### src/design/i2cm_pkg.sv
// Package: types, constants and phase codes for the I2C master controller.
`timescale 1ns / 1ps
`default_nettype none
package i2cm_pkg;
    localparam int COUNT_BITS_DEF = 16;
    localparam int TIMER_BITS_DEF = 16;
    localparam int CFG_INDEX_BITS = 8;

    typedef enum logic [CFG_INDEX_BITS-1:0] {
        CFG_HALF    = 8'd0,
        CFG_QUARTER = 8'd1
    } cfg_index_t;

    typedef enum logic [1:0] {
        MODE_TICK  = 2'd0,
        MODE_BEGIN = 2'd1,
        MODE_BYTE  = 2'd2,
        MODE_NONE  = 2'd3
    } mode_t;

    typedef enum logic [4:0] {
        PH_IDLE, PH_START0, PH_START1, PH_TXSET, PH_TXHIGH, PH_TXLOW,
        PH_ACKHIGH, PH_ACKSAMPLE, PH_AFTER, PH_WAITBYTE, PH_RESTART,
        PH_RXSTART, PH_RXHIGH, PH_RXSAMPLE, PH_AOHIGH, PH_AOLOW,
        PH_STOP0, PH_STOP1
    } phase_t;

    typedef enum logic [1:0] {
        KIND_ADDR  = 2'd0,
        KIND_REG   = 2'd1,
        KIND_DATA  = 2'd2,
        KIND_RADDR = 2'd3
    } kind_t;

    typedef struct packed {
        logic [1:0]  mode;
        logic        sda_in;
        logic [6:0]  target_address;
        logic        is_read;
        logic        use_register;
        logic [7:0]  register_index;
        logic [15:0] byte_count;
        logic [7:0]  write_byte;
    } in_item_t;

    typedef struct packed {
        logic       scl_low;
        logic       sda_low;
        logic       need_byte;
        logic       read_valid;
        logic [7:0] read_data;
        logic       read_last;
        logic       busy_res;
        logic       done_res;
        logic       status;
    } out_item_t;

    localparam int QUEUE_DEPTH = 2;
endpackage
`default_nettype wire

### src/design/i2cm_queue.sv
// Two-entry item queue between front and back.
`timescale 1ns / 1ps
`default_nettype none
module i2cm_queue #(
    parameter int WIDTH = 8
) (
    input  wire logic             clk,
    input  wire logic             rst_n,
    input  wire logic             wr_en,
    input  wire logic [WIDTH-1:0] wr_data,
    output logic                  full,
    input  wire logic             rd_en,
    output logic [WIDTH-1:0]      rd_data,
    output logic                  empty
);
    logic [WIDTH-1:0] mem_reg [2];
    logic             wp_reg, rp_reg;
    logic [1:0]       cnt_reg;

    assign full    = cnt_reg == 2'd2;
    assign empty   = cnt_reg == 2'd0;
    assign rd_data = mem_reg[rp_reg];

    always_ff @(posedge clk)
    begin
        if (wr_en && !full)
        begin
            mem_reg[wp_reg] <= wr_data;
        end
    end

    always_ff @(posedge clk or negedge rst_n)
    begin
        if (!rst_n)
        begin
            wp_reg  <= 1'b0;
            rp_reg  <= 1'b0;
            cnt_reg <= 2'd0;
        end
        else
        begin
            if (wr_en && !full)
            begin
                wp_reg <= ~wp_reg;
            end
            if (rd_en && !empty)
            begin
                rp_reg <= ~rp_reg;
            end
            cnt_reg <= cnt_reg + 2'((wr_en && !full) ? 1 : 0) - 2'((rd_en && !empty) ? 1 : 0);
        end
    end
endmodule
`default_nettype wire

### src/design/i2cm_engine.sv
// Bit-level sequencer: carries out one item per cycle while go is high and builds its result.
`timescale 1ns / 1ps
`default_nettype none
module i2cm_engine #(
    parameter int COUNT_BITS = i2cm_pkg::COUNT_BITS_DEF,
    parameter int TIMER_BITS = i2cm_pkg::TIMER_BITS_DEF
) (
    input  wire logic                clk,
    input  wire logic                rst_n,
    input  wire logic                go,
    input  wire i2cm_pkg::in_item_t  item,
    input  wire logic [15:0]         half_ticks,
    input  wire logic [15:0]         quarter_ticks,
    output i2cm_pkg::out_item_t      res
);
    i2cm_pkg::phase_t        phase_reg, phase_next;
    logic [TIMER_BITS-1:0]   timer_reg, timer_next;
    logic [3:0]              bitc_reg, bitc_next;
    logic [7:0]              shift_reg, shift_next;
    logic [COUNT_BITS-1:0]   left_reg, left_next;
    logic [7:0]              held_reg, held_next;
    logic                    hvalid_reg, hvalid_next;
    logic [6:0]              addr_reg, addr_next;
    logic [7:0]              regi_reg, regi_next;
    logic [1:0]              flags_reg, flags_next;
    logic                    scl_reg, scl_next, sda_reg, sda_next;
    i2cm_pkg::kind_t         kind_reg, kind_next;
    logic                    stat_reg, stat_next;
    logic                    rv, rl, dn, ds;
    logic [7:0]              rd;
    logic [TIMER_BITS-1:0]   th, tq;
    logic [COUNT_BITS-1:0]   cnt_in;
    logic                    want;

    function automatic logic [TIMER_BITS-1:0] fit_t(input logic [15:0] v);
        logic [31:0] w;
        w = {16'd0, v};
        return w[TIMER_BITS-1:0];
    endfunction

    function automatic logic [COUNT_BITS-1:0] fit_c(input logic [15:0] v);
        logic [31:0] w;
        w = {16'd0, v};
        return w[COUNT_BITS-1:0];
    endfunction

    assign th     = fit_t(half_ticks);
    assign tq     = fit_t(quarter_ticks);
    assign cnt_in = fit_c(item.byte_count);

    always_comb
    begin
        logic run, cont;
        logic [COUNT_BITS-1:0] dec;
        phase_next = phase_reg; timer_next = timer_reg; bitc_next = bitc_reg;
        shift_next = shift_reg; left_next = left_reg; held_next = held_reg;
        hvalid_next = hvalid_reg; addr_next = addr_reg; regi_next = regi_reg;
        flags_next = flags_reg; scl_next = scl_reg; sda_next = sda_reg;
        kind_next = kind_reg; stat_next = stat_reg;
        rv = 1'b0; rd = 8'd0; rl = 1'b0; dn = 1'b0; ds = 1'b0;
        run = 1'b0; cont = 1'b0; dec = '0;
        if (go)
        begin
            case (item.mode)
                i2cm_pkg::MODE_BEGIN:
                begin
                    if (phase_reg == i2cm_pkg::PH_IDLE)
                    begin
                        addr_next  = item.target_address;
                        flags_next = {item.use_register, item.is_read};
                        regi_next  = item.register_index;
                        left_next  = (item.is_read && cnt_in == '0) ? COUNT_BITS'(1) : cnt_in;
                        hvalid_next = 1'b0; stat_next = 1'b0;
                        kind_next = i2cm_pkg::KIND_ADDR; bitc_next = 4'd0;
                        shift_next = 8'd0; timer_next = '0;
                        phase_next = i2cm_pkg::PH_START0;
                    end
                end
                i2cm_pkg::MODE_BYTE:
                begin
                    if (want)
                    begin
                        held_next = item.write_byte; hvalid_next = 1'b1;
                    end
                end
                i2cm_pkg::MODE_TICK:
                begin
                    if (timer_reg != '0)
                    begin
                        timer_next = timer_reg - 1'b1;
                    end
                    else
                    begin
                        run = phase_reg != i2cm_pkg::PH_IDLE;
                    end
                end
                default: ;
            endcase
        end
        // At most three chained actions (AFTER -> data branch -> TXSET,
        // AFTER -> RXSTART -> RXHIGH, AFTER -> STOP0).
        for (int k = 0; k < 3; k++)
        begin
            if (run)
            begin
                cont = 1'b0;
                unique case (phase_next)
                    i2cm_pkg::PH_START0:
                    begin
                        sda_next = 1'b1; timer_next = tq; phase_next = i2cm_pkg::PH_START1;
                    end
                    i2cm_pkg::PH_START1:
                    begin
                        scl_next = 1'b1; timer_next = th;
                        shift_next = {addr_next, (kind_next == i2cm_pkg::KIND_RADDR)
                                      || (flags_next == 2'b01)};
                        bitc_next = 4'd0; phase_next = i2cm_pkg::PH_TXSET;
                    end
                    i2cm_pkg::PH_TXSET:
                    begin
                        sda_next = !shift_next[7]; shift_next = {shift_next[6:0], 1'b0};
                        timer_next = th; phase_next = i2cm_pkg::PH_TXHIGH;
                    end
                    i2cm_pkg::PH_TXHIGH:
                    begin
                        scl_next = 1'b0; timer_next = th; phase_next = i2cm_pkg::PH_TXLOW;
                    end
                    i2cm_pkg::PH_TXLOW:
                    begin
                        scl_next = 1'b1; bitc_next = bitc_next + 4'd1;
                        if (bitc_next < 4'd8)
                        begin
                            sda_next = !shift_next[7]; shift_next = {shift_next[6:0], 1'b0};
                            phase_next = i2cm_pkg::PH_TXHIGH;
                        end
                        else
                        begin
                            sda_next = 1'b0; phase_next = i2cm_pkg::PH_ACKHIGH;
                        end
                        timer_next = th;
                    end
                    i2cm_pkg::PH_ACKHIGH:
                    begin
                        scl_next = 1'b0; timer_next = th; phase_next = i2cm_pkg::PH_ACKSAMPLE;
                    end
                    i2cm_pkg::PH_ACKSAMPLE:
                    begin
                        if (item.sda_in) stat_next = 1'b1;
                        scl_next = 1'b1; timer_next = th; phase_next = i2cm_pkg::PH_AFTER;
                    end
                    i2cm_pkg::PH_AFTER, i2cm_pkg::PH_WAITBYTE:
                    begin
                        cont = 1'b1;
                        if (phase_next == i2cm_pkg::PH_AFTER && stat_next)
                        begin
                            phase_next = i2cm_pkg::PH_STOP0;
                        end
                        else if (phase_next == i2cm_pkg::PH_AFTER
                                 && kind_next == i2cm_pkg::KIND_ADDR && flags_next[1])
                        begin
                            shift_next = regi_next; kind_next = i2cm_pkg::KIND_REG;
                            bitc_next = 4'd0; phase_next = i2cm_pkg::PH_TXSET;
                        end
                        else if (phase_next == i2cm_pkg::PH_AFTER
                                 && ((kind_next == i2cm_pkg::KIND_ADDR && flags_next[0])
                                     || kind_next == i2cm_pkg::KIND_RADDR))
                        begin
                            phase_next = i2cm_pkg::PH_RXSTART;
                        end
                        else if (phase_next == i2cm_pkg::PH_AFTER
                                 && kind_next == i2cm_pkg::KIND_REG && flags_next[0])
                        begin
                            phase_next = i2cm_pkg::PH_RESTART;
                        end
                        else if (left_next == '0)
                        begin
                            phase_next = i2cm_pkg::PH_STOP0;
                        end
                        else if (hvalid_next)
                        begin
                            shift_next = held_next; hvalid_next = 1'b0;
                            left_next = left_next - 1'b1; kind_next = i2cm_pkg::KIND_DATA;
                            bitc_next = 4'd0; phase_next = i2cm_pkg::PH_TXSET;
                        end
                        else
                        begin
                            phase_next = i2cm_pkg::PH_WAITBYTE; cont = 1'b0;
                        end
                    end
                    i2cm_pkg::PH_RESTART:
                    begin
                        scl_next = 1'b0; timer_next = tq; kind_next = i2cm_pkg::KIND_RADDR;
                        phase_next = i2cm_pkg::PH_START0;
                    end
                    i2cm_pkg::PH_RXSTART:
                    begin
                        shift_next = 8'd0; bitc_next = 4'd0;
                        phase_next = i2cm_pkg::PH_RXHIGH; cont = 1'b1;
                    end
                    i2cm_pkg::PH_RXHIGH:
                    begin
                        scl_next = 1'b0; timer_next = th; phase_next = i2cm_pkg::PH_RXSAMPLE;
                    end
                    i2cm_pkg::PH_RXSAMPLE:
                    begin
                        shift_next = {shift_next[6:0], item.sda_in};
                        bitc_next = bitc_next + 4'd1; scl_next = 1'b1;
                        if (bitc_next < 4'd8)
                        begin
                            phase_next = i2cm_pkg::PH_RXHIGH;
                        end
                        else
                        begin
                            rv = 1'b1; rd = shift_next;
                            rl = left_next <= COUNT_BITS'(1);
                            dec = left_next - 1'b1; left_next = dec;
                            sda_next = dec != '0; phase_next = i2cm_pkg::PH_AOHIGH;
                        end
                        timer_next = th;
                    end
                    i2cm_pkg::PH_AOHIGH:
                    begin
                        scl_next = 1'b0; timer_next = th; phase_next = i2cm_pkg::PH_AOLOW;
                    end
                    i2cm_pkg::PH_AOLOW:
                    begin
                        scl_next = 1'b1; sda_next = 1'b0; timer_next = th;
                        phase_next = (left_next != '0) ? i2cm_pkg::PH_RXSTART
                                                       : i2cm_pkg::PH_STOP0;
                    end
                    i2cm_pkg::PH_STOP0:
                    begin
                        sda_next = 1'b1; scl_next = 1'b0; timer_next = tq;
                        phase_next = i2cm_pkg::PH_STOP1;
                    end
                    i2cm_pkg::PH_STOP1:
                    begin
                        sda_next = 1'b0; phase_next = i2cm_pkg::PH_IDLE;
                        dn = 1'b1; ds = stat_next;
                    end
                    default:
                    begin
                        phase_next = i2cm_pkg::PH_IDLE; scl_next = 1'b0; sda_next = 1'b0;
                    end
                endcase
                run = cont;
            end
        end
    end

    always_comb
    begin
        want = phase_reg != i2cm_pkg::PH_IDLE && !flags_reg[0]
            && phase_reg != i2cm_pkg::PH_STOP0 && phase_reg != i2cm_pkg::PH_STOP1
            && left_reg != '0 && !hvalid_reg && !stat_reg;
    end

    always_comb
    begin
        res.scl_low    = scl_next;
        res.sda_low    = sda_next;
        res.need_byte  = phase_next != i2cm_pkg::PH_IDLE && !flags_next[0]
            && phase_next != i2cm_pkg::PH_STOP0 && phase_next != i2cm_pkg::PH_STOP1
            && left_next != '0 && !hvalid_next && !stat_next;
        res.read_valid = rv;
        res.read_data  = rd;
        res.read_last  = rl;
        res.busy_res   = phase_next != i2cm_pkg::PH_IDLE;
        res.done_res   = dn;
        res.status     = ds;
    end

    always_ff @(posedge clk or negedge rst_n)
    begin
        if (!rst_n)
        begin
            phase_reg <= i2cm_pkg::PH_IDLE; timer_reg <= '0; bitc_reg <= 4'd0;
            shift_reg <= 8'd0; left_reg <= '0; held_reg <= 8'd0; hvalid_reg <= 1'b0;
            addr_reg <= 7'd0; regi_reg <= 8'd0; flags_reg <= 2'd0;
            scl_reg <= 1'b0; sda_reg <= 1'b0; kind_reg <= i2cm_pkg::KIND_ADDR;
            stat_reg <= 1'b0;
        end
        else
        begin
            phase_reg <= phase_next; timer_reg <= timer_next; bitc_reg <= bitc_next;
            shift_reg <= shift_next; left_reg <= left_next; held_reg <= held_next;
            hvalid_reg <= hvalid_next; addr_reg <= addr_next; regi_reg <= regi_next;
            flags_reg <= flags_next; scl_reg <= scl_next; sda_reg <= sda_next;
            kind_reg <= kind_next; stat_reg <= stat_next;
        end
    end
endmodule
`default_nettype wire

### src/design/i2c_master_controller_unit.sv
// Top level of the I2C master controller.
// Usage:
//   Input items enter through push/full; each carries a mode (tick, begin,
//   supply byte, none) and the fields that mode uses. Results leave through
//   empty/pop, one result item per input item, in order.
//   Configuration: cfg_valid/cfg_ready with cfg_index 0 (half period ticks)
//   or 1 (quarter period ticks); ready is always high. Write only when idle.
//   An input item is queued in a two-entry input queue and executed by the
//   sequencer once it is at the head and the output queue has room; its
//   result goes into the two-entry output queue feeding the result ports.
//   Throughput: one item per cycle while the output queue has room.
//   When pop is held low the output queue fills, the sequencer stops and
//   the input queue then raises full; nothing is lost.
//   Reset clears both queues, the sequencer (idle, both lines released)
//   and restores the tick registers to 250 and 125.
`timescale 1ns / 1ps
`default_nettype none
module i2c_master_controller_unit #(
    parameter int COUNT_BITS = i2cm_pkg::COUNT_BITS_DEF,
    parameter int TIMER_BITS = i2cm_pkg::TIMER_BITS_DEF
) (
    input  wire logic                clk,
    input  wire logic                rst_n,
    input  wire logic                push,
    output logic                     full,
    input  wire i2cm_pkg::in_item_t  in_item,
    output logic                     empty,
    input  wire logic                pop,
    output i2cm_pkg::out_item_t      out_item,
    input  wire logic                cfg_valid,
    output logic                     cfg_ready,
    input  wire logic [i2cm_pkg::CFG_INDEX_BITS-1:0] cfg_index,
    input  wire logic [15:0]         cfg_data
);
    logic [15:0]          half_reg, quarter_reg;
    i2cm_pkg::in_item_t   q_item;
    i2cm_pkg::out_item_t  res;
    logic                 q_empty, o_full, go;

    assign cfg_ready = 1'b1;
    assign go = !q_empty && !o_full;

    always_ff @(posedge clk or negedge rst_n)
    begin
        if (!rst_n)
        begin
            half_reg    <= 16'd250;
            quarter_reg <= 16'd125;
        end
        else if (cfg_valid)
        begin
            if (cfg_index == i2cm_pkg::CFG_HALF) half_reg <= cfg_data;
            if (cfg_index == i2cm_pkg::CFG_QUARTER) quarter_reg <= cfg_data;
        end
    end

    i2cm_queue #(.WIDTH($bits(i2cm_pkg::in_item_t))) u_inq (
        .clk, .rst_n, .wr_en(push), .wr_data(in_item), .full,
        .rd_en(go), .rd_data(q_item), .empty(q_empty)
    );

    i2cm_engine #(.COUNT_BITS(COUNT_BITS), .TIMER_BITS(TIMER_BITS)) u_eng (
        .clk, .rst_n, .go, .item(q_item), .half_ticks(half_reg),
        .quarter_ticks(quarter_reg), .res
    );

    i2cm_queue #(.WIDTH($bits(i2cm_pkg::out_item_t))) u_outq (
        .clk, .rst_n, .wr_en(go), .wr_data(res), .full(o_full),
        .rd_en(pop), .rd_data(out_item), .empty
    );
endmodule
`default_nettype wire

### config.mk
export PLATFORM = sky130hd
export DESIGN_NAME = i2c_master_controller_unit
export DESIGN_NICKNAME = d
export VERILOG_FILES = /design/src/design/i2cm_pkg.sv /design/src/design/i2cm_queue.sv /design/src/design/i2cm_engine.sv /design/src/design/i2c_master_controller_unit.sv
export SDC_FILE = /design/constraint.sdc
export NUM_CORES = 1
export LEC_CHECK = 0
export ABC_AREA = 1
export BUFFER_PORTS_ARGS = -buffer_cell sky130_fd_sc_hd__buf_2
export CAP_MARGIN = 30
export CORE_MARGIN = 4
export CORE_UTILIZATION = 42
export DETAILED_ROUTE_END_ITERATION = 6
export GPL_TIMING_DRIVEN = 1
export PLACE_DENSITY = 0.58
export SETUP_SLACK_MARGIN = 0.05
export SKIP_CTS_REPAIR_TIMING = 1
export SYNTH_ARGS = -nofsm -noshare
export SYNTH_HDL_FRONTEND = slang
export SYNTH_SLANG_ARGS = --single-unit
### constraint.sdc
create_clock -name clk -period 5.27 [get_ports clk]
set_input_delay 0.527 -clock clk [delete_from_list [all_inputs] [get_ports clk]]
set_output_delay 0.527 -clock clk [all_outputs]
set_load 0.02 [all_outputs]
Word level (Yosys, flattened, before mapping). Memories as Yosys holds them, arrays and structs flattened. Index checks and enable logic that the tools add are counted. W data, S select, Z words.

Multipliers: 0. Reduce and logical (&&, ||, !) cells: 110. Bitwise gates (word level): 4. Divide/modulo/power cells: 0. Muxes and demuxes: 294. Shifts and indexed selects: 0. $lt $le $gt $ge: 6. Equality and inequality tests: 67. $add $sub $neg: 11.

Operators by type and width (count): $mux W16 (34); $mux W8 (42); $pmux W5 S15 (3); $pmux W16 S2 (7); $pmux W8 S6 (3); $reduce_bool A16 Y1 (9); $eq A5 B4 Y1 const B (24); $mux W5 (24); $mux W4 (27); $mux W1 (103); $mux W2 (33); $logic_not A16 Y1 (4); $sub A16 B1 Y16 const B (4); $eq A5 B3 Y1 const B (12); $reduce_or A10 Y1 (6); $le A16 B1 Y1 const B (3); $logic_and A1 B1 Y1 (39); $pmux W4 S3 (3); $eq A5 B2 Y1 const B (6); $eq A5 B5 Y1 const B (6); $reduce_or A2 Y1 (12); $mux W7 (3); $ne A5 B5 Y1 const B (4); $reduce_or A6 Y1 (3); 21 further kinds (78).

Output and inout port bits: 19. Flip-flop bits (word level): 120. Logic and storage cells: 516. Latch bits: 0. ROM bits: 0. Bits in writable memories: 120. Input bits: 73. Memories kept: 2.

Memory list: u_inq.mem_reg (words 2, bits a word 44, read ports 1, clocked after Yosys merged registers in 0, write ports 1, RTL line i2cm_queue.sv:16) `logic [WIDTH-1:0] mem_reg [2];`; u_outq.mem_reg (words 2, bits a word 16, read ports 1, clocked after Yosys merged registers in 0, write ports 1, RTL line i2cm_queue.sv:16).

Longest topological paths before layout. Gate-level depths: netlist of run 1.

Depth in word-level cells: 43. Gate-level depth with buffers: 42. Depth with buffers taken out: 37.

Cells and area by module. From an unflattened synthesis of run 1, not the netlist that was laid out.

Cell total of the unflattened synthesis: 1786. Area total of the unflattened synthesis: 14273.7 µm².

By module, submodules not included: i2cm_engine (sequential area each 2001.9 µm², times used 1, area each 7946.4 µm², cells each 1246); i2cm_queue (u_inq) (sequential area each 2742.6 µm², times used 1, area each 3498.4 µm², cells each 263); i2cm_queue (u_outq) (sequential area each 1061.0 µm², times used 1, area each 1435.1 µm², cells each 117); i2c_master_controller_unit (sequential area each 815.8 µm², times used 1, area each 1393.8 µm², cells each 160).

Worst setup path after synthesis of run 1. No wires, ideal clock.

Path type: register to register. Start point: register u_inq.rp_reg. End point: memory u_outq.mem_reg[0][2] in the netlist's numbering (data pin). Required time: 5.005 ns. Arrival: 4.715 ns. Library setup time: 0.265 ns. Clock period less this slack: 4.980 ns. Stages on the path, launching flop included: 35. Setup slack: 0.290 ns. Buffers on the path: 5. Path through: dfrtp_1 > inv_1 > buf_2 > buf_1 > or2_2 > o21ai_0 > ha_1 > inv_1 > nor2_8 > nand2_8 > buf_6 > inv_2 > or2_1 > nand2_1 > buf_2 > ha_1 > nand2_1 > nor2_2 > nand2_4 > nand3_4 > nand2_2 > nand3_4 > buf_6 > xor2_1 > ha_1 > nand3_2 > nor2_4 > nand2_2 > nand2_1 > nand2_1 > nand2_1 > nand3_1 > nand2_1 > nand4_1 > or2_2.

RTL lines: start: declaration (RTL line i2cm_queue.sv:17) `logic wp_reg, rp_reg;`; start signal: assignment (RTL line i2cm_queue.sv:48) `rp_reg <= ~rp_reg;`; end: declaration (RTL line i2cm_queue.sv:16).

Final worst setup path of run 1.
Start point: register u_inq.rp_reg. End point: register u_eng.timer_reg[15].

Cells in the longest elaborated chain, start to end: 28. Elaborated cells between the ends (all ways): 192. Classes of those cells: add/sub: 3; order compare: 2; eq/ne: 51; mux: 100; reduce/logical: 35; memory: 1.

RTL lines: $mem_v2 Z2 W44 (*); $logic_not A16 Y1 (RTL line i2cm_engine.sv:72) `left_next = (item.is_read && cnt_in == '0) ? COUNT_BITS'(1) : cnt_in;`; $logic_and A1 B1 Y1 (RTL line i2cm_engine.sv:72); $mux W16 (RTL line i2cm_engine.sv:72); $mux W16 (RTL line i2cm_engine.sv:67) `if (phase_reg == i2cm_pkg::PH_IDLE)`; $mux W16 (RTL line i2cm_engine.sv:64) `case (item.mode)`; $mux W16 (RTL line i2cm_engine.sv:62) `if (go)`; $sub A16 B1 Y16 / $logic_not A16 Y1 (equally long branches) (RTL line i2cm_engine.sv:182, i2cm_engine.sv:216, i2cm_engine.sv:175); [13 not listed]; $mux W5 (RTL line i2cm_engine.sv:154) `if (phase_next == i2cm_pkg::PH_AFTER && stat_next)`; $pmux W5 S15 (RTL line i2cm_engine.sv:107) `unique case (phase_next)`; $mux W5 (RTL line i2cm_engine.sv:104) `if (run)`; $eq A5 B2 Y1 (tied with other cells) (RTL line i2cm_engine.sv:107); $reduce_or A10 Y1 (no line) / $reduce_or A3 Y1 (equally long branches); $pmux W16 S2 (RTL line i2cm_engine.sv:107); $mux W16 (*) (RTL line i2cm_engine.sv:104); via u_eng.timer_next[15] (RTL line i2cm_engine.sv:17) `logic [TIMER_BITS-1:0] timer_reg, timer_next;`; end signal: assignment (RTL line i2cm_engine.sv:285) `phase_reg <= phase_next; timer_reg <= timer_next; bitc_reg <= bitc_next;`; end: declaration (RTL line i2cm_engine.sv:17).

Mark *: on every way through the listed nets, which the timed path passes. The rest lies on a longest branch. A chain may end at the register's enable or synchronous reset.

==> metrics.csv, run 1 <==
metric;value;unit
cts-root-to-sink-buffers;3;
instances_no_fill;2417;
final.setup.tns;0;ns
final_layout_size_suffix_gt1_share;18.8;%
design.portCount;92;
cp_data_required_time;5.77;ns
synth_cell_types;66;
routed_via_density;5.39;
tightestPinTransition;1.02;ns
footprint_of_the_multi_input_gates;6920;µm²
run_status;completed;
timing.max_slew.rel_slack;31.9;%
worst_path_most_repeated_cell;nand2_1;
clk_tree_root_cell;clkbuf_16;
synth_cells;1824;
synth_async_sr_flop_share;50.0;%
rr_startpoint;u_inq.rp_reg$_DFFE_PN0P_;
maxCapViolCount;0;
detailedRoute.firstIterationViolations;1025;
post-dp-hpwl;34.0;mm
cp-startpoint;u_inq.rp_reg$_DFFE_PN0P_;
wire_length_of_the_first_global_routing_pass;71.3;mm
syn-cell-area;14500;µm²
drt-total-wl;45.3;mm
globalplace.congestion;0.945;
h-tree-depth;1;
largest_net_degree_at_the_start_of_global_routing;54;
hold-worst-slack;0.150;ns
die_area;37500;µm²
num_vias;13000;
route.detailed.wl_per_inst;18.8;µm
antenna_found_initial;0;
seqPwrFrac;28.9;%
synth_area_per_cell;7.94;µm²
finalClockSkew;0.0120;ns
share_comb_of_total_power;51.1;%
ys_ff_latch;240;
timing.critical_path.slowest_cell_delay;0.40;ns
clock_buffers_created_by_tritoncts;27;
worst_path_clk_slew;0.06;ns
diodes_inserted;0;
max_freq;0.206;GHz
worst_setup_path_endpoint;u_eng.timer_reg[15]$_DFF_PN0_;
first_global_vias;12600;
critical_path_arrival;5.35;ns
nNetsFinal;2036;
peakVddDrop;0.465;mV
worstSetupPathType;flip-flop to flip-flop;
drt-pass1-iter-count;6;
cp-start-kind;flip-flop;
worst_r2r_path_depth;31;
start_util;42.9;%
finalSetupViolCount;0;
tritoncts_clock_tree;done;
port-buffer-count;90;
grt.overflow.total;0;
number_of_hold_violations_in_the_final_report;0;
p_sw_share;46.6;%
die_span_x;194;µm
row_count;67;
endpoint_kind;flip-flop;
clock_latency;0.56;ns
yosys_most_used_dff;edfxtp_1;
hold_path_class;input port to flip-flop;
r2r_setup_slack;0.42;ns
synth_seq_area_share;45.7;%
placed_instance_count;2359;
grt_setup_unrepaired;false;
fp.dieH;194;µm
timing.critical_path.fanout_max;16;
synth_nets;1912;
critical-path-slowest-cell;dfrtp_1;
cts_num_sinks;240;
layout_min_cycle_time;4.85;ns
power.internal;5.27;mW
layout_worst_path_cycle_share;92.0;%
largest_register_ffs;88;
power_switching;4.61;mW
postRouteAntennaNets;0;
syn2layout_area_growth;16.0;%
final_cell_area;16800;µm²
final_max_slew_viols;0;
power.clock.fraction;20.0;%
detailed_place.area;15700;µm²
layout.filler_cells;3367;
yosysWarnings;0;
gr-usage-all-layers;23.5;%
pwr_density_cell;588;nW/µm²
design.core.area;33800;µm²
power_leakage;7.67;nW
remaining_drc_errors;0;
synth_enable_flop_cells;120;
worst_r2r_endpoint;u_eng.timer_reg[15]$_DFF_PN0_;
regArea;6620;µm²
[worst min path at each step]
stage	to	from	cells past startpoint	slack, ns
final	u_inq.mem_reg[0][24]$_DFFE_PP_	in_item[24]	1	0.15
after global routing	u_inq.mem_reg[1][39]$_DFFE_PP_	in_item[39]	1	0.13
after CTS	u_eng.left_reg[7]$_DFF_PN0_	rst_n	1	-0.1
after detailed placement	half_reg[4]$_DFFE_PN1P_	half_reg[4]$_DFFE_PN1P_	2	0.49
after global placement	half_reg[3]$_DFFE_PN1P_	half_reg[3]$_DFFE_PN1P_	2	0.49
after floorplan	half_reg[0]$_DFFE_PN0P_	rst_n	0	0.23
[routing by layer]
layer / track usage (%) / share of wire (%) / vias to the layer above / wire length (µm)
li1: - / - / 6295 / -
met1: 35.2 / 47 / 6180 / 21400
met2: 36.1 / 44 / 456 / 19900
met3: 2.54 / 6.1 / 90 / 2750
met4: 7.03 / 2.8 / 0 / 1290
met5: 0 / 0 / - / 0
[stage by stage]
step	util, %	worst slack [ns]	total power, mW
6_report	49.7	0.421	9.88
5_1_grt	49.7	0.0415	10.6
4_1_cts	49.1	0.130	9.79
3_5_place_dp	46.3	0.182	7.77
3_3_place_gp	46.3	0.214	7.78
2_1_floorplan	-	0.290	6.17
[power groups by stage]
stage	sequential (mW)	combinational [mW]	clock, mW
CTS	2.85	4.91	2.02
finish	2.86	5.05	1.98
floorplan	2.81	3.36	0
detailed placement	2.88	4.89	0
global placement	2.88	4.90	0
global route	2.91	5.59	2.11
[worst max-delay path: cells and delay by family, from the launching register on]
family / cells / cell delay (ns)
compound gates: 5 / 0.53
simple gates: 22 / 3.17
fa+ha+maj: 1 / 0.27
flops: 1 / 0.40
buf+inv: 3 / 0.38
[placed cells by master, fill, tap and decap left out, drive strengths merged, types with 4 or more instances in the layout]
cell type and n:
nor4 6, nor3 23, o221ai 11, nand4 17, nand3b 5, nor2 234
a31oi 14, nand3 95, o22ai 8, o31ai 12, inv 215, o21ai 128
clkinv 16, edfxtp 120, buf 146, dfstp 12, ha 15, xnor2 11
nand2 540, dfrtp 108, clkbuf 32, xor2 21, o311ai 4, a21oi 61
o21bai 17, a22oi 25, o211ai 22, or2 13, o2111ai 5
[cell families (layout without fill, tap and decap cells)]
family	after synthesis	in the layout	share of synthesized area (%)
AOI/OAI and AO/OA	326	326	14.2
xor gates and xnor gates	32	32	2.06
adders and majority gates	15	15	1.30
buffers and inverters	271	415	7.51
DFF	240	240	45.7
muxes	1	1	0.0691
other	1	1	0.0259
and+or+nand+nor	938	939	29.1
[synth_stat cells, drive strengths merged (2+ instances only)]
master	number	area (µm²)
o21a	3	22.5
o21ai	128	663
a22oi	25	188
or2	13	81.3
dfstp	12	315
a221oi	2	17.5
nand4	17	113
o32ai	2	17.5
ha	15	188
clkbuf	28	105
o22ai	8	50.1
edfxtp	120	3600
nand3	95	551
nor2	234	1010
xnor2	11	96.3
a21boi	3	22.5
a31oi	14	87.6
inv	213	800
o211ai	22	165
nand2	539	2210
a21oi	61	313
o311ai	4	35.0
nand3b	5	37.5
o2111ai	5	43.8
o221ai	11	96.3
nor4	6	37.5
nor3	23	135
buf	25	164
o41ai	2	17.5
xor2	21	203
o21bai	17	165
clkinv	5	18.8
and2	2	12.5
a32oi	3	26.3
dfrtp	108	2700
o31ai	12	90.1
[layout make-up]
cell class / count / area share, %
inverters: 218 / 4.90
clock buffers: 32 / 4.43
flip-flops and latches: 240 / 39.4
multi-input cells: 1314 / 41.2
repair buffers: 147 / 5.48
clock inverters: 18 / 1.21
well taps: 448 / 3.34
(Power assumes the default switching activity.)
==> run 2, diff against run 1 <==
Settings changed: BUFFER_PORTS_ARGS -buffer_cell sky130_fd_sc_hd__buf_2 to not set, DONT_BUFFER_PORTS set to 1, PLACE_DENSITY 0.58 to 0.56.
==> run 2 against run 1 <==
Net effect:
- wire length shrank 0.56%
- final area shrank 2.8%
- largest power group unchanged
- critical path depth grew 5
- via count shrank 3.7%
- utilization shrank 1.4 points
- critical endpoint unchanged
==> metrics.csv, run 2 (synthesis gave the netlist of run 1 again) <==
metric;value;unit
fp.dieH;194;µm
critical-path-slowest-cell;dfrtp_1;
hold_path_class;input port to flip-flop;
cts_num_sinks;240;
cts-root-to-sink-buffers;3;
worst_path_most_repeated_cell;nand2_1;
port-buffer-count;0;
most_common_cell_after_layout_fill_and_taps_aside;nand2_1;
run_status;completed;
tightestPinTransition;1.01;ns
drt-pass1-iter-count;5;
grt_setup_unrepaired;false;
die_span_x;194;µm
finalSetupViolCount;0;
worst_path_clk_slew;0.06;ns
worstSetupPathType;flip-flop to flip-flop;
layout.filler_cells;3308;
most_frequent_cells_in_the_layout;nand2_1, nor2_1, inv_1;
finalClockSkew;0.0135;ns
power_leakage;7.31;nW
grt.overflow.total;0;
tritoncts_clock_tree;done;
drt-total-wl;45.1;mm
timing.critical_path.fanout_max;13;
final_layout_size_suffix_gt1_share;14.5;%
die_area;37500;µm²
nNetsFinal;1950;
endpoint_kind;flip-flop;
hold-worst-slack;0.0727;ns
clk_tree_root_cell;clkbuf_16;
peakVddDrop;0.345;mV
start_util;42.9;%
syn2layout_area_growth;12.7;%
final_max_slew_viols;0;
globalplace.congestion;0.971;
design.core.area;33800;µm²
route.detailed.wl_per_inst;19.3;µm
clock_latency;0.55;ns
h-tree-depth;1;
largest_register_ffs;88;
remaining_drc_errors;0;
max_freq;0.206;GHz
maxCapViolCount;0;
first_global_vias;12100;
post-dp-hpwl;34.0;mm
clock_buffers_created_by_tritoncts;27;
wire_length_of_the_first_global_routing_pass;70.1;mm
routed_via_density;5.38;
postRouteAntennaNets;0;
cp-start-kind;flip-flop;
timing.max_slew.rel_slack;32.6;%
number_of_hold_violations_in_the_final_report;0;
gr-usage-all-layers;23.3;%
cp_data_required_time;5.70;ns
antenna_found_initial;0;
pwr_density_cell;600;nW/µm²
num_vias;12500;
largest_net_degree_at_the_start_of_global_routing;121;
layout_worst_path_cycle_share;92.2;%
final.setup.tns;0;ns
critical_path_arrival;5.29;ns
design.portCount;92;
row_count;67;
timing.critical_path.slowest_cell_delay;0.39;ns
detailedRoute.firstIterationViolations;1123;
diodes_inserted;0;
layout_min_cycle_time;4.86;ns
==> run 2: area by class of cell <==
class	count	area [µm²]	area share [%]
multi-input combinational	1313	6860	42.1
inverter	218	818	5.01
tap	448	561	3.43
timing repair buffer	62	517	3.17
clock buffer	32	714	4.38
sequential	240	6620	40.6
clock inverter	18	228	1.40
==> run 2: stage by stage <==
step,instance area [µm²],setup slack [ns],utilization [%],total power [mW],instances
floorplan,14500,0.290,-,6.17,1824
finish,16300,0.411,48.3,9.79,2331
global route,16300,0.0415,48.3,10.5,2331
detailed placement,15200,0.0285,45.1,7.68,2276
global placement,15200,0.181,45.1,7.70,2276
CTS,16200,0.000385,47.9,9.72,2326
==> run 2: final timing paths <==
kind | to | start | depth (start not counted) | slack [ns]
worst max-delay path | u_eng.timer_reg[15]$_DFF_PN0_ | u_inq.rp_reg$_DFFE_PN0P_ | 36 | 0.41
worst min-delay path | u_inq.mem_reg[0][34]$_DFFE_PP_ | in_item[34] | 0 | 0.07
worst max register to register | u_eng.timer_reg[15]$_DFF_PN0_ | u_inq.rp_reg$_DFFE_PN0P_ | 36 | 0.41
worst min register to register | u_eng.held_reg[7]$_DFF_PN0_ | u_eng.held_reg[7]$_DFF_PN0_ | 2 | 0.50
max in group asynchronous | half_reg[15]$_DFFE_PN0P_ | rst_n | 2 | 4.14
min in group asynchronous | u_eng.left_reg[8]$_DFF_PN0_ | rst_n | 2 | 0.57
==> run 2: metal layers <==
| layer | routed length (µm) | GRT usage, % | up-vias |
|---|---|---|---|
| met2 | 19700 | 35.6 | 405 |
| met4 | 655 | 4.54 | 0 |
| met3 | 2950 | 3.32 | 50 |
| li1 | - | - | 6122 |
| met1 | 21800 | 35.5 | 5959 |
| met5 | 0 | 0 | - |
==> run 2: power by group <==
group / internal [mW] / total, mW / switching (mW) / leakage (nW)
clock network: 1.22 / 2.00 / 0.787 / 0.461
logic: 1.44 / 4.94 / 3.50 / 4.23
registers: 2.60 / 2.86 / 0.254 / 2.62
==> run 2: critical path: cells and delay by family, from the launching register on <==
family / cells / cell delay [ns]
adders and majority gates: 1 / 0.27
and+or+nand+nor: 28 / 3.02
buffers and inverters: 5 / 0.78
AOI/OAI and AO/OA: 2 / 0.25
DFF: 1 / 0.39
==> run 3, diff against run 2 <==
==> constraint.sdc (replaced) <==
create_clock -name clk -period 5.27 [get_ports clk]
set_input_delay 0.7905 -clock clk [delete_from_list [all_inputs] [get_ports clk]]
set_output_delay 0.7905 -clock clk [all_outputs]
set_load 0.02 [all_outputs]
==> run 3 against run 2 <==
Net effect:
- via count decreased by 0.58%
- die area unchanged
- largest cell class unchanged
- clock power decreased by 9%
- hold slack better by 0.036 ns
- fmax up 0.79%
- setup slack better by 0.038 ns
- register-to-register slack improved by 0.04 ns
- cell count fell by 0.34%
- sequential power hardly changed
==> metrics.csv, run 3 (synthesis gave the netlist of run 1 again) <==
metric;value;unit
run_status;completed;
worstSetupPathType;flip-flop to flip-flop;
timing.max_slew.rel_slack;31.9;%
routed_via_density;5.37;
die_area;37500;µm²
most_frequent_cells_in_the_layout;nand2_1, nor2_1, inv_1;
max_freq;0.207;GHz
fp.dieH;194;µm
post-dp-hpwl;33.2;mm
post-route-util;47.9;%
start_util;42.9;%
diodes_inserted;0;
cts-root-to-sink-buffers;3;
layout.filler_cells;3273;
cp_data_required_time;5.53;ns
wire_length_of_the_first_global_routing_pass;70.2;mm
peakVddDrop;0.449;mV
most_common_cell_after_layout_fill_and_taps_aside;nand2_1;
final_layout_size_suffix_gt1_share;14.1;%
critical_path_arrival;5.09;ns
drt-total-wl;44.8;mm
timing.critical_path.slowest_cell_delay;0.40;ns
clock_latency;0.54;ns
largest_register_ffs;88;
cts_num_sinks;240;
clock_buffers_created_by_tritoncts;27;
tightestPinTransition;1.02;ns
layout_worst_path_cycle_share;91.5;%
final.setup.tns;0;ns
critical-path-slowest-cell;dfrtp_2;
row_count;67;
first_global_vias;12000;
postRouteAntennaNets;0;
worst_path_most_repeated_cell;nand2_1;
port-buffer-count;0;
globalplace.congestion;0.971;
largest_net_degree_at_the_start_of_global_routing;121;
layout_min_cycle_time;4.82;ns
cp-start-kind;flip-flop;
number_of_hold_violations_in_the_final_report;0;
gr-usage-all-layers;23.1;%
clk_tree_root_cell;clkbuf_16;
timing.critical_path.buf_inv;5;
nNetsFinal;1942;
num_vias;12500;
grt_setup_unrepaired;false;
route.detailed.wl_per_inst;19.3;µm
antenna_found_initial;0;
syn2layout_area_growth;11.7;%
drt-pass1-iter-count;6;
h-tree-depth;1;
pwr_density_cell;590;nW/µm²
r2r_setup_slack;0.45;ns
design.core.area;33800;µm²
design.portCount;92;
final_max_slew_viols;0;
die_span_x;194;µm
grt.overflow.total;0;
power_leakage;7.24;nW
detailedRoute.firstIterationViolations;1106;
maxCapViolCount;0;
timing.critical_path.fanout_max;11;
remaining_drc_errors;0;
cpLargestDelayFamily;simple AND/OR/NAND/NOR gates;
finalSetupViolCount;0;
hold_path_class;input port to asynchronous set/reset pin;
endpoint_kind;flip-flop;
tritoncts_clock_tree;done;
finalClockSkew;0.0106;ns
worst_path_clk_slew;0.06;ns
==> run 3: worst reg2reg max path: cells and delay by family (launching register included) <==
family                     cells  cell delay (ns)
adders and majority gates      2             0.48
buffers and inverters          5             0.41
DFF                            1             0.40
AOI/OAI and AO/OA              4             0.62
and+or+nand+nor               19             2.65
==> run 3: power breakdown <==
part	switching (mW)	internal (mW)	total, mW
Clock	0.752	1.07	1.82
Sequential	0.258	2.60	2.86
Combinational	3.47	1.40	4.87
Total	4.48	5.07	9.55
==> run 3: metal layers <==
layer	part of all wire, %	routed length, µm	vias up	track usage [%]
met5	0	0	-	0
met4	1.5	690	0	4.62
met3	5.8	2580	46	2.85
met2	44	19500	413	35.2
met1	49	21900	5901	35.6
li1	-	-	6103	-
==> run 3: final cells by class <==
class	count	area, µm²	area share [%]
Clock buffer	35	726	4.48
Clock inverter	15	134	0.827
Inverter	218	818	5.06
Multi-Input combinational cell	1314	6870	42.5
Sequential cell	240	6620	40.9
Tap cell	448	561	3.46
Timing Repair Buffer	53	450	2.78
==> run 3: path summary, 6_finish.rpt <==
path,depth (start not counted),from,end
worst max-delay path,30,u_inq.rp_reg$_DFFE_PN0P_,u_outq.mem_reg[0][14]$_DFFE_PP_
worst min-delay path,0,rst_n,half_reg[7]$_DFFE_PN1P_
worst max register to register,30,u_inq.rp_reg$_DFFE_PN0P_,u_outq.mem_reg[0][14]$_DFFE_PP_
worst min register to register,2,u_eng.held_reg[7]$_DFF_PN0_,u_eng.held_reg[7]$_DFF_PN0_
max in group asynchronous,1,rst_n,u_outq.rp_reg$_DFFE_PN0P_
min in group clk,0,in_item[12],u_inq.mem_reg[1][12]$_DFFE_PP_
==> run 3: through the flow <==
stage,std cells,hold WS [ns],total power [mW],instance area (µm²),setup WS (ns)
after CTS,2314,-0.0788,9.45,16000,0.128
after detailed placement,2264,0.478,7.59,15200,0.164
final,2323,0.109,9.55,16200,0.449
after floorplan,1824,0.450,6.17,14500,0.290
after global routing,2323,0.0782,10.3,16200,0.0562
after global placement,2264,0.473,7.59,15200,0.292
